==> config.mk <==
export PLATFORM = sky130hd
export DESIGN_NAME = pfm_ctrl
export DESIGN_NICKNAME = d
export VERILOG_FILES = /design/src/rtl/pfm_pkg.sv /design/src/rtl/pfm_ctrl.sv
export SDC_FILE = /design/constraint.sdc
export NUM_CORES = 1
export LEC_CHECK = 0
export BUFFER_PORTS_ARGS = -buffer_cell sky130_fd_sc_hd__buf_2
export CAP_MARGIN = 20
export CORE_AREA = 2 2 39 41
export DETAILED_ROUTE_END_ITERATION = 16
export DIE_AREA = 0 0 41 43
export PLACE_DENSITY = 0.58
export SKIP_CTS_REPAIR_TIMING = 1
export SYNTH_ARGS = -nofsm -noshare
export SYNTH_HDL_FRONTEND = slang
export SYNTH_SLANG_ARGS = --single-unit
==> constraint.sdc <==
create_clock -name clock -period 2.32 [get_ports clock]
set_input_delay 0.348 -clock clock [delete_from_list [all_inputs] [get_ports clock]]
set_output_delay 0.348 -clock clock [all_outputs]
set_load 0.03 [all_outputs]
==> src/rtl/pfm_pkg.sv <==
package pfm_pkg;

   localparam int CordicSteps = 24;
   localparam int Prescale    = 14;
   localparam int StepBits    = $clog2(CordicSteps);

   // Register indexes on the configuration port
   typedef enum logic [2:0] {
      REG_PROP_GAIN  = 3'd0,
      REG_INTEG_GAIN = 3'd1,
      REG_FREQ_MIN   = 3'd2,
      REG_FREQ_MAX   = 3'd3,
      REG_DC_KEEP    = 3'd4,
      REG_DC_TAKE    = 3'd5,
      REG_OUT_GAIN   = 3'd6
   } reg_index_type;

   // Datapath operations issued by the controller
   typedef enum logic [3:0] {
      OP_NONE,
      OP_LOAD,
      OP_ROT,
      OP_ERR,
      OP_MUL,
      OP_ADD,
      OP_CLAMP,
      OP_FILT,
      OP_DC1,
      OP_DC2,
      OP_DCSUM,
      OP_DIFF,
      OP_GAIN,
      OP_OUT
   } op_type;

   typedef struct packed {
      op_type op;
   } cmd_type;

   typedef struct packed {
      logic rot_last;
   } status_type;

   // Arctangent of 2^-k in 2^32 units per turn
   function automatic logic [31:0] atan_lookup(input logic [StepBits-1:0] k);
      logic [31:0] v;
      case (k)
         5'd0:  v = 32'h20000000;
         5'd1:  v = 32'h12E4051E;
         5'd2:  v = 32'h09FB385B;
         5'd3:  v = 32'h051111D4;
         5'd4:  v = 32'h028B0D43;
         5'd5:  v = 32'h0145D7E1;
         5'd6:  v = 32'h00A2F61E;
         5'd7:  v = 32'h00517C55;
         5'd8:  v = 32'h0028BE53;
         5'd9:  v = 32'h00145F2F;
         5'd10: v = 32'h000A2F98;
         5'd11: v = 32'h000517CC;
         5'd12: v = 32'h00028BE6;
         5'd13: v = 32'h000145F3;
         5'd14: v = 32'h0000A2FA;
         5'd15: v = 32'h0000517D;
         5'd16: v = 32'h000028BE;
         5'd17: v = 32'h0000145F;
         5'd18: v = 32'h00000A30;
         5'd19: v = 32'h00000518;
         5'd20: v = 32'h0000028C;
         5'd21: v = 32'h00000146;
         5'd22: v = 32'h000000A3;
         5'd23: v = 32'h00000051;
         default: v = 32'h00000000;
      endcase
      return v;
   endfunction

endpackage

==> src/rtl/pfm_ctrl.sv <==
module pfm_ctrl (
   input  logic               clock,
   input  logic               reset,
   input  logic               req_valid,
   output logic               req_stall,
   output logic               rsp_valid,
   input  logic               rsp_stall,
   input  pfm_pkg::status_type status,
   output pfm_pkg::cmd_type   cmd
);
   import pfm_pkg::*;

   typedef enum logic [3:0] {
      ST_IDLE, ST_ROT, ST_ERR, ST_MUL, ST_ADD, ST_CLAMP, ST_FILT,
      ST_DC1, ST_DC2, ST_DCSUM, ST_DIFF, ST_GAIN, ST_DONE
   } state_type;

   state_type state_ff, state_in;
   logic      rsp_valid_ff, rsp_valid_in;
   logic      out_free;

   assign out_free  = !rsp_valid_ff || !rsp_stall;
   assign req_stall = (state_ff != ST_IDLE);
   assign rsp_valid = rsp_valid_ff;

   // Decode state into datapath command and next state
   always_comb begin
      cmd.op       = OP_NONE;
      state_in     = state_ff;
      rsp_valid_in = rsp_valid_ff && rsp_stall;
      case (state_ff)
         ST_IDLE: begin
            if (req_valid) begin
               cmd.op   = OP_LOAD;
               state_in = ST_ROT;
            end
         end
         ST_ROT: begin
            cmd.op = OP_ROT;
            if (status.rot_last) state_in = ST_ERR;
         end
         ST_ERR:   begin cmd.op = OP_ERR;   state_in = ST_MUL;   end
         ST_MUL:   begin cmd.op = OP_MUL;   state_in = ST_ADD;   end
         ST_ADD:   begin cmd.op = OP_ADD;   state_in = ST_CLAMP; end
         ST_CLAMP: begin cmd.op = OP_CLAMP; state_in = ST_FILT;  end
         ST_FILT:  begin cmd.op = OP_FILT;  state_in = ST_DC1;   end
         ST_DC1:   begin cmd.op = OP_DC1;   state_in = ST_DC2;   end
         ST_DC2:   begin cmd.op = OP_DC2;   state_in = ST_DCSUM; end
         ST_DCSUM: begin cmd.op = OP_DCSUM; state_in = ST_DIFF;  end
         ST_DIFF:  begin cmd.op = OP_DIFF;  state_in = ST_GAIN;  end
         ST_GAIN:  begin cmd.op = OP_GAIN;  state_in = ST_DONE;  end
         ST_DONE: begin
            // hold until the output register is free
            if (out_free) begin
               cmd.op       = OP_OUT;
               rsp_valid_in = 1'b1;
               state_in     = ST_IDLE;
            end
         end
         default: state_in = ST_IDLE;
      endcase
   end

   always_ff @(posedge clock) begin
      if (reset) begin
         state_ff     <= ST_IDLE;
         rsp_valid_ff <= 1'b0;
      end else begin
         state_ff     <= state_in;
         rsp_valid_ff <= rsp_valid_in;
      end
   end

endmodule

After elaboration in Yosys (flattened, before gate mapping) --
Index checks and enable logic that the tools add are counted.
Word-level totals: flip-flop bits (word level) 5, output and inout bits 6, logic and storage cells 33, input port bits 5
Operators by class: reductions and logical operators 7, multiplexer cells 9, equality and inequality tests 15
Operators with widths (number):
- $pmux W4 S13 | 2
- $eq A4 B4 Y1 const B | 5
- $eq A4 B3 Y1 const B | 4
- $mux W4 | 4
- $eq A4 B2 Y1 const B | 2
- $ne A2 B2 Y1 const B | 3
- $eq A4 B1 Y1 const B | 1
- $logic_not A4 Y1 | 1
- $reduce_bool A4 Y1 | 1
- $mux W1 | 3
- $reduce_and A3 Y1 | 1
- $logic_not A1 Y1 | 2
- $logic_and A1 B1 Y1 | 1
- $logic_or A1 B1 Y1 | 1

Depth between registers and ports, before layout --
Gate-level depths: netlist of run 1.
depth after elaboration 4, mapped depth 4

Worst setup path after synthesis of run 1 --
Ideal clock, no wire load.
path type register to output, start reg rsp_valid_ff (netlist: rsp_valid), end out cmd[0] (netlist name), required time 1.972 ns, slack 0.564 ns, data arrival time 1.408 ns, stages on the path, launching flop included 4, cell sequence dfxtp_1 > a21oi_1 > nor2_1 > a211oi_1
RTL lines:
- start, declared | RTL line pfm_ctrl.sv:19 | logic rsp_valid_ff, rsp_valid_in;
- start signal, assigned | RTL line pfm_ctrl.sv:70 | rsp_valid_ff <= rsp_valid_in;
- end, declared | RTL line pfm_ctrl.sv:9 | output pfm_pkg::cmd_type cmd

==> impl_results.md, run 1 <==
* Avg Cell Area, Syn at 8.06 um2
* Post-Synthesis Cells at 43
* Final worst slack at 0.378 ns
* Max incr delay on CP at 0.59 ns
* Worst Setup Start Kind: flip-flop
* Register area at 100 um2
* GPL Wtd Cong at 0.759
* Rows at 14
* Maximum buffer depth of the clock tree at 2
* Placed insts at 65
* Crit path capture type: output pin
* Slowest-stage cell, CP: dfxtp_1
* Setup TNS at 0 ns
* Status: completed
* FF+latch count, synth at 5
* Core Box Area at 1380 um2
* Post-Layout Cell Count at 69
* Die height at 43 um
* DRC viols at 0
* Hold path cells at 2
* Area growth, synth to finish at 17.0%
* Max Cap Violations at 0
* IO Pins at 11
* Pwr Density at 677 nW/um2
* Grt ovf at 0
* Syn Std Cell Area at 347 um2
* Worst-margin pin slew at 0.446 ns
* Initial antenna violation count at 0
* Fin. max-slew vios at 0
* Register area share after synthesis at 0.289
* Setup violators final at 0
* Largest net degree at the start of global routing at 12
* CP Max Fanout at 11
* Multi-input logic area at 205 um2
* Syn_nets at 48
* Layout net count at 59
* Layout cells sized above 1 at 0.340
* Relative max-transition margin at 0.702
* Post-route cell area at 405 um2
* Clock root buffer: clkbuf_4
* R2r setup slk at 1.06 ns
* Static leakage at 0.173 nW
* Crit path top cell by count: nand2_1
* Synthesis Warnings at 0
* Critical path class: reg2out
* R2R Path End: state_ff[3]
* Final period util at 0.837
* Hold Crit Class: in2reg
* Final Util at 0.293
* Placed instance area at 379 um2
* RSZ-0062 raised after global routing: no
* Dpl hpwl at 589 um
* Pre-antenna DRT Iters at 3
* Hold Vio Cnt, Final at 0
* Fill cells at 159
* Final period demand of the worst path at 1.94 ns
* Clk sink count at 5
* CTS Buf Count at 3
* Die Wd at 41 um
* GRT Overall Usage at 0.124
* Antenna-violating nets left at 0
* First-pass GRT wire length at 1.41 mm
* H-Tree Depth at 1
* DR vias/cell at 4.91
* Clk Latency, worst-skew pair at 0.25 ns
* FF-to-FF Start: state_ff[1]
* DR WL/cell at 12.7 um
* Routed vias at 339
* F_max at 515 MHz
* Hold Crit Start: reset
* # diodes at 0
* Hold slack at 0.339 ns
* CP arrival at 1.59 ns
* Sequence of cells on the critical path: nand2_1, or3_4, nand2_1, buf_2
* Pwr Total at 275 uW
* Synth unique cells at 20
* Skew final at 0.00544 ns
* Maximum vdd ir drop at 0.223 mV
* WHS Endpoint: state_ff[3]
* Die area at 1760 um2
* CTS clk-pin slew, worst paths at 0.05 ns
* I/O Buffers at 10
* Routed wire length at 877 um
* Worst Path Required at 1.97 ns
* Vias in the first global route at 311
* Pre-CTS setup slack at 0.656 ns
* R2r worst-path depth at 3
* Initial DRC Count at 9
* CTS tree: yes
* Starting Density at 0.250
[registers in the layout, indices dropped and copies added (netlist names)]
signal	count
rsp_valid	1
state_ff	4
[critical path: cells and delay by family (launching register included)]
kind	cells	cell delay [ns]
flip-flops	1	0.59
AND/OR/NAND/NOR	3	0.56
buffers and inverters	1	0.19
[per-layer routing]
metal	up-vias	track usage	routed length, um
met4	0	0.0800	15
li1	172	-	-
met5	-	0	0
met1	152	0.163	441
met3	2	0.0785	71
met2	13	0.144	348
[Yosys cell counts, drive strengths merged]
| master | instances | area share |
|---|---|---|
| and4bb | 1 | 0.036 |
| nor3 | 1 | 0.014 |
| nor2 | 6 | 0.065 |
| a211oi | 3 | 0.079 |
| nor4 | 2 | 0.079 |
| or3 | 1 | 0.032 |
| xnor2 | 1 | 0.025 |
| a32oi | 1 | 0.025 |
| nand2 | 6 | 0.065 |
| nand3 | 1 | 0.014 |
| a21oi | 6 | 0.097 |
| o21ai | 4 | 0.058 |
| inv | 1 | 0.011 |
| buf | 4 | 0.11 |
| dfxtp | 5 | 0.29 |
[power breakdown]
part	switching [mW]	internal [mW]	leakage [nW]	total [mW]
combinational	0.0417	0.0239	0.117	0.0656
sequential	0.0132	0.0904	0.0407	0.104
clock	0.0402	0.0653	0.0150	0.106
[cell families (layout without fill, tap and decap cells)]
family          after synthesis  after routing  share of synthesized area
simple gates                 18             18                      0.307
compound gates               14             14                      0.260
flops                         5              5                      0.289
buf+inv                       5             15                      0.119
xor+xnor                      1              1                     0.0253
[area by class of cell]
cell class                      instances  share of cell area
Multi-Input combinational cell         33               0.506
Sequential cell                         5               0.247
Timing Repair Buffer                   10               0.123
Clock buffer                            4              0.0648
Tap cell                               16              0.0494
Inverter                                1             0.00926
[how the worst max path moves through the flow]
stage                      startpoint  endpoint  slack, ns  cells past startpoint
after global routing      state_ff[1]    cmd[3]       0.28                      4
after floorplan             rsp_valid    cmd[0]       0.56                      3
final                     state_ff[1]    cmd[3]       0.38                      4
after global placement    state_ff[1]    cmd[3]       0.66                      4
after CTS                 state_ff[1]    cmd[3]       0.37                      4
after detailed placement  state_ff[1]    cmd[3]       0.66                      4
[layout by cell type (no fill, tap or decap)]
master,synthesis,routed
dfxtp_1,5,5
o21ai_0,3,3
nor3_1,1,1
a211oi_2,1,1
clkbuf_4,0,3
a32oi_1,1,1
a211oi_1,2,2
clkbuf_1,0,1
nor2_1,6,6
or3_4,1,1
a21oi_2,1,1
nand2_1,6,6
and4bb_1,1,1
a21oi_1,5,5
xnor2_1,1,1
nor4_1,1,1
inv_2,1,1
nand3_1,1,1
o21ai_1,1,1
buf_2,0,10
nor4_4,1,1
No activity file was read; power rests on OpenSTA's default activity.
==> run 2, diff against run 1 <==
==> constraint.sdc (replaced) <==
create_clock -name clock -period 2 [get_ports clock]
set_input_delay 0.3 -clock clock [delete_from_list [all_inputs] [get_ports clock]]
set_output_delay 0.3 -clock clock [all_outputs]
set_load 0.03 [all_outputs]
==> run 2 against run 1 <==
Clock power rose by 12%. Flip-flop and latch count did not move. Sequential share of layout area fell by 0.45 points. Design area increased by 1.9%. Critical path depth unchanged. First-iteration DRC count is 89% lower. Register-to-register slack got worse by 0.27 ns. Via count decreased by 1.8%. Total power is 14% higher. Die area unchanged. Wire length fell by 12%. Critical endpoint unchanged.
==> impl_results.md, run 2 (synthesis results as in run 1) <==
* Status: completed
* Die height at 43 um (unchanged)
* CTS clk-pin slew, worst paths at 0.05 ns (about the same)
* Layout cells sized above 1 at 0.352 (+0.0122)
* Commonest non-fill, non-tap cell in the layout: buf_2
* Hold path cells at 2 (unchanged)
* Pre-antenna DRT Iters at 4 (+1)
* Die Wd at 41 um (unchanged)
* # diodes at 0 (unchanged)
* Antenna-violating nets left at 0 (unchanged)
* Worst Setup Start Kind: flip-flop
* Clock root buffer: clkbuf_4
* Initial antenna violation count at 0 (unchanged)
* Max reg flops at 4 (unchanged)
* RSZ-0062 raised after global routing: no
* Final period demand of the worst path at 1.83 ns
* DR vias/cell at 4.76 (-3.2%)
* Worst path depth at 4 (unchanged)
* Static leakage at 0.178 nW (+3.1%)
* Worst Path Required at 1.70 ns (-0.27 ns)
* Max Cap Violations at 0 (unchanged)
* Max incr delay on CP at 0.57 ns (-0.02 ns)
* Crit path capture type: output pin
* Sequence of cells on the critical path: nand2_1, or3_4, nand2_1, buf_2
* DRC viols at 0 (unchanged)
* Layout net count at 60 (+1.7%)
* Clk sink count at 5 (unchanged)
* Rows at 14 (unchanged)
* Critical path class: reg2out
* Pwr Total at 314 uW (+14%)
* Fin. max-slew vios at 0 (unchanged)
* Setup violators final at 0 (unchanged)
* CP arrival at 1.53 ns (-0.06 ns)
* Top delay family on crit path: flip-flops
* Pwr Density at 761 nW/um2 (+12%)
* Die area at 1760 um2 (unchanged)
* Clk Latency, worst-skew pair at 0.24 ns (about the same)
* Initial DRC Count at 1 (-8)
* FF-to-FF Start: state_ff[1]
* GPL Wtd Cong at 0.756 (-0.43%)
* Worst-margin pin slew at 0.416 ns (-0.0301 ns)
* Maximum vdd ir drop at 0.225 mV (+0.82%)
* Slowest-stage cell, CP: dfxtp_1
* Final period util at 0.917
* CP Max Fanout at 11 (unchanged)
* R2R Path End: state_ff[3]
* Vias in the first global route at 284 (-8.7%)
* IO Pins at 11 (unchanged)
* Hold Crit Class: in2reg
* Routed vias at 333 (-1.8%)
* F_max at 545 MHz
* DR WL/cell at 11.0 um (-14%)
* I/O Buffers at 10 (unchanged)
* Area growth, synth to finish at 19.1%
* First-pass GRT wire length at 1.27 mm (-9.8%)
* Relative max-transition margin at 0.722 (+0.0201)
* Largest net degree at the start of global routing at 12 (unchanged)
* Skew final at 0.00555 ns (+0.000104 ns)
* CTS Buf Count at 3 (unchanged)
* Routed wire length at 768 um (-12%)
* Core Box Area at 1380 um2 (unchanged)
* Most frequent cells in the layout: buf_2, nand2_1, nor2_1
* Starting Density at 0.250 (unchanged)
* Crit path top cell by count: nand2_1
* Dpl hpwl at 551 um (-6.5%)
* Hold Vio Cnt, Final at 0 (unchanged)
* CTS tree: yes
* R2r setup slk at 0.79 ns (-0.27 ns)
* Bufs and invs on worst path at 1 (unchanged)
* Placed insts at 66 (+1.5%)
* GRT Overall Usage at 0.116 (-0.00814)
* R2r worst-path depth at 3 (unchanged)
* H-Tree Depth at 1 (unchanged)
* Worst Setup EP: cmd[3]
* Setup crit start: state_ff[1]
* Maximum buffer depth of the clock tree at 2 (unchanged)
* Grt ovf at 0 (unchanged)
* Setup TNS at 0 ns (unchanged)
* Final Util at 0.298 (+0.00543)
* Largest Register: state_ff
* Post-Layout Cell Count at 70 (+1.4%)
run 2: changes by cell type in the layout (fill, tap and decap cells not counted), sizes merged:
cell	before	now
buf	10	11
run 2: worst min-delay path by stage:
stage                   to      start
2_1_floorplan  state_ff[3]      reset
3_3_place_gp     rsp_valid  rsp_valid
3_5_place_dp     rsp_valid  rsp_valid
4_1_cts        state_ff[3]      reset
5_1_grt        state_ff[3]      reset
6_report       state_ff[3]      reset
run 2: through the flow:
stage | cell area (um2) | worst slack, ns | hold slack [ns]
after floorplan | 347 | 0.292 | 0.362
after global placement | 387 | 0.449 | 0.541
after detailed placement | 387 | 0.430 | 0.550
after CTS | 413 | 0.160 | 0.291
after global routing | 413 | 0.0675 | 0.310
final | 413 | 0.167 | 0.290
run 2: area by class of cell:
cell class                 instances  area [um2]
fill                             155         971
multi-input combinational         33         205
sequential                         5         100
timing repair buffer              11        57.6
clock buffer                       4        26.3
tap                               16        20.0
inverter                           1        3.75
run 2: report_power, final:
part | switching, mW | internal (mW) | leakage, nW
logic | 0.0499 | 0.0286 | 0.122
registers | 0.0122 | 0.105 | 0.0407
clock network | 0.0430 | 0.0756 | 0.0150
total | 0.105 | 0.209 | 0.178
run 2: per-layer routing:
| layer | global-route usage | part of all wire |
|---|---|---|
| met2 | 0.153 | 0.42 |
| met3 | 0.0785 | 0.085 |
| met1 | 0.137 | 0.48 |
| met5 | 0 | 0 |
| met4 | 0.0600 | 0.014 |
==> run 3, diff against run 2 <==
--- a/config.mk
+++ b/config.mk
@@ -10,7 +10,7 @@
 export CORE_AREA = 2 2 39 41
 export DETAILED_ROUTE_END_ITERATION = 16
 export DIE_AREA = 0 0 41 43
-export PLACE_DENSITY = 0.58
+export PLACE_DENSITY = 0.47
 export SKIP_CTS_REPAIR_TIMING = 1
 export SYNTH_ARGS = -nofsm -noshare
 export SYNTH_HDL_FRONTEND = slang
==> run 3 against run 2 <==
Combinational power barely moved. First-iteration DRC count grew to 8.0 times the previous value. Sequential share of layout area stayed put. Clock skew up 0.0045 ns. Sequential power is essentially flat. Highest routed layer unchanged. Register-to-register slack is essentially flat. Core utilization unchanged. Fmax about the same. Critical path depth is the same. Die area unchanged. Clock-buffer cell count did not move. Hold slack got worse by 0.0098 ns.
==> impl_results.md, run 3 (synthesis results as in run 1) <==
* Status: completed
* Largest net degree at the start of global routing at 12 (unchanged)
* R2r worst-path depth at 3 (unchanged)
* Register area at 100 um2 (unchanged)
* FF-to-FF Start: state_ff[1]
* GRT Overall Usage at 0.0974 (-0.0188)
* Clk sink count at 5 (unchanged)
* Post-Layout Cell Count at 70 (unchanged)
* Commonest non-fill, non-tap cell in the layout: buf_2
* R2r setup slk at 0.80 ns (about the same)
* Setup TNS at 0 ns (unchanged)
* Sw power at 110 uW (+4.3%)
* Critical path class: reg2out
* Largest Register: state_ff
* DRC viols at 0 (unchanged)
* Pre-CTS setup slack at 0.420 ns (-0.00989 ns)
* Clock power share at 0.388 (+0.011)
* Antenna-violating nets left at 0 (unchanged)
* Initial antenna violation count at 0 (unchanged)
* Final worst slack at 0.166 ns (-0.000311 ns)
* Final period demand of the worst path at 1.83 ns (+0.000311 ns)
* Sw Ratio at 0.344 (+0.00928)
* IO Pins at 11 (unchanged)
* Clock root buffer: clkbuf_4
* GPL Wtd Cong at 0.770 (+1.9%)
* F_max at 545 MHz (about the same)
* R2R Path End: state_ff[3]
* Hold Crit Class: in2reg
* Hold Vio Cnt, Final at 0 (unchanged)
* Fin. max-slew vios at 0 (unchanged)
* Starting Density at 0.250 (unchanged)
* I/O Buffers at 10 (unchanged)
* Fill cells at 154 (-0.65%)
* Final period util at 0.917 (about the same)
* Die area at 1760 um2 (unchanged)
* Die height at 43 um (unchanged)
* Die Wd at 41 um (unchanged)
* # diodes at 0 (unchanged)
* Skew final at 0.0101 ns (+0.00452 ns)
* CTS clk-pin slew, worst paths at 0.05 ns (about the same)
* Core Box Area at 1380 um2 (unchanged)
* Pwr Density at 772 nW/um2 (+1.5%)
* Worst Path Required at 1.70 ns (about the same)
* Max Cap Violations at 0 (unchanged)
* Max reg flops at 4 (unchanged)
* Logic pwr share at 0.245 (-0.005)
* Part of the power in registers at 0.367 (-0.006)
* Initial DRC Count at 8 (+7)
* Multi-input logic area at 205 um2 (unchanged)
* Relative max-transition margin at 0.714 (-0.00852)
* Grt ovf at 0 (unchanged)
* Dpl hpwl at 558 um (+1.3%)
* First-pass GRT wire length at 1.14 mm (-10%)
* Routed vias at 336 (+0.90%)
* Static leakage at 0.178 nW (unchanged)
* DR vias/cell at 4.80 (+0.90%)
* Crit path capture type: output pin
* Layout cells sized above 1 at 0.352 (unchanged)
* Vias in the first global route at 262 (-7.7%)
* Worst-margin pin slew at 0.429 ns (+0.0128 ns)
* Hold Crit Start: reset
* H-Tree Depth at 1 (unchanged)
* CTS Buf Count at 3 (unchanged)
* Rows at 14 (unchanged)
* CTS tree: yes
* Setup violators final at 0 (unchanged)
* Routed wire length at 787 um (+2.5%)
* CP Max Fanout at 11 (unchanged)
* Maximum buffer depth of the clock tree at 2 (unchanged)
* Worst Setup EP: cmd[3]
* Internal power at 209 uW (+0.10%)
* DR WL/cell at 11.2 um (+2.5%)
* CP arrival at 1.53 ns (about the same)
* Placed insts at 66 (unchanged)
* Maximum vdd ir drop at 0.237 mV (+5.3%)
* Layout net count at 60 (unchanged)
* Setup crit start: state_ff[1]
* Clk Latency, worst-skew pair at 0.25 ns (about the same)
* Area growth, synth to finish at 19.1% (unchanged)
* Worst Setup Start Kind: flip-flop
* Most frequent cells in the layout: buf_2, nand2_1, nor2_1
* RSZ-0062 raised after global routing: no
* Pre-antenna DRT Iters at 4 (unchanged)
[run 3: cell counts in the layout (fill, tap and decap cells not counted)]
No cell type changed its count.
[run 3: power by group through the flow]
stage / combinational (mW) / sequential, mW / clock, mW
floorplan: 0.0720 / 0.108 / 0
global placement: 0.0788 / 0.118 / 0
detailed placement: 0.0787 / 0.119 / 0
CTS: 0.0789 / 0.117 / 0.127
global route: 0.0851 / 0.118 / 0.131
finish: 0.0782 / 0.117 / 0.124
[run 3: routing by layer]
layer,vias to the layer above,GRT usage,routed length (um)
met1,144,0.151,398
li1,175,-,-
met2,13,0.0969,295
met3,4,0.0209,62
met5,-,0,0
met4,0,0.100,31
[run 3: how the worst min path moves through the flow]
stage	endpoint	slack [ns]	depth (start not counted)
global placement	state_ff[3]	0.55	2
global route	state_ff[3]	0.29	2
floorplan	state_ff[3]	0.36	1
detailed placement	state_ff[3]	0.54	2
finish	state_ff[3]	0.28	2
CTS	state_ff[3]	0.28	2
[run 3: final cells by class]
| type | count | area share |
|---|---|---|
| flip-flops and latches | 5 | 0.242 |
| repair buffers | 11 | 0.139 |
| multi-input cells | 33 | 0.497 |
| well taps | 16 | 0.0485 |
| inverters | 1 | 0.00909 |
| clock buffers | 4 | 0.0636 |
[run 3: stage by stage]
stage                util  area (um2)  total power, mW  hold slack, ns
global route        0.298         413            0.334           0.287
floorplan               -         347            0.180           0.362
detailed placement  0.279         387            0.197           0.544
global placement    0.279         387            0.197           0.546
CTS                 0.298         413            0.323           0.276
finish              0.298         413            0.319           0.280
[run 3: critical path: stages, from the launching register on]
cell and delay (ns):
dfxtp_1 0.56, nand2_1 0.13, or3_4 0.35, nand2_1 0.06
buf_2 0.19
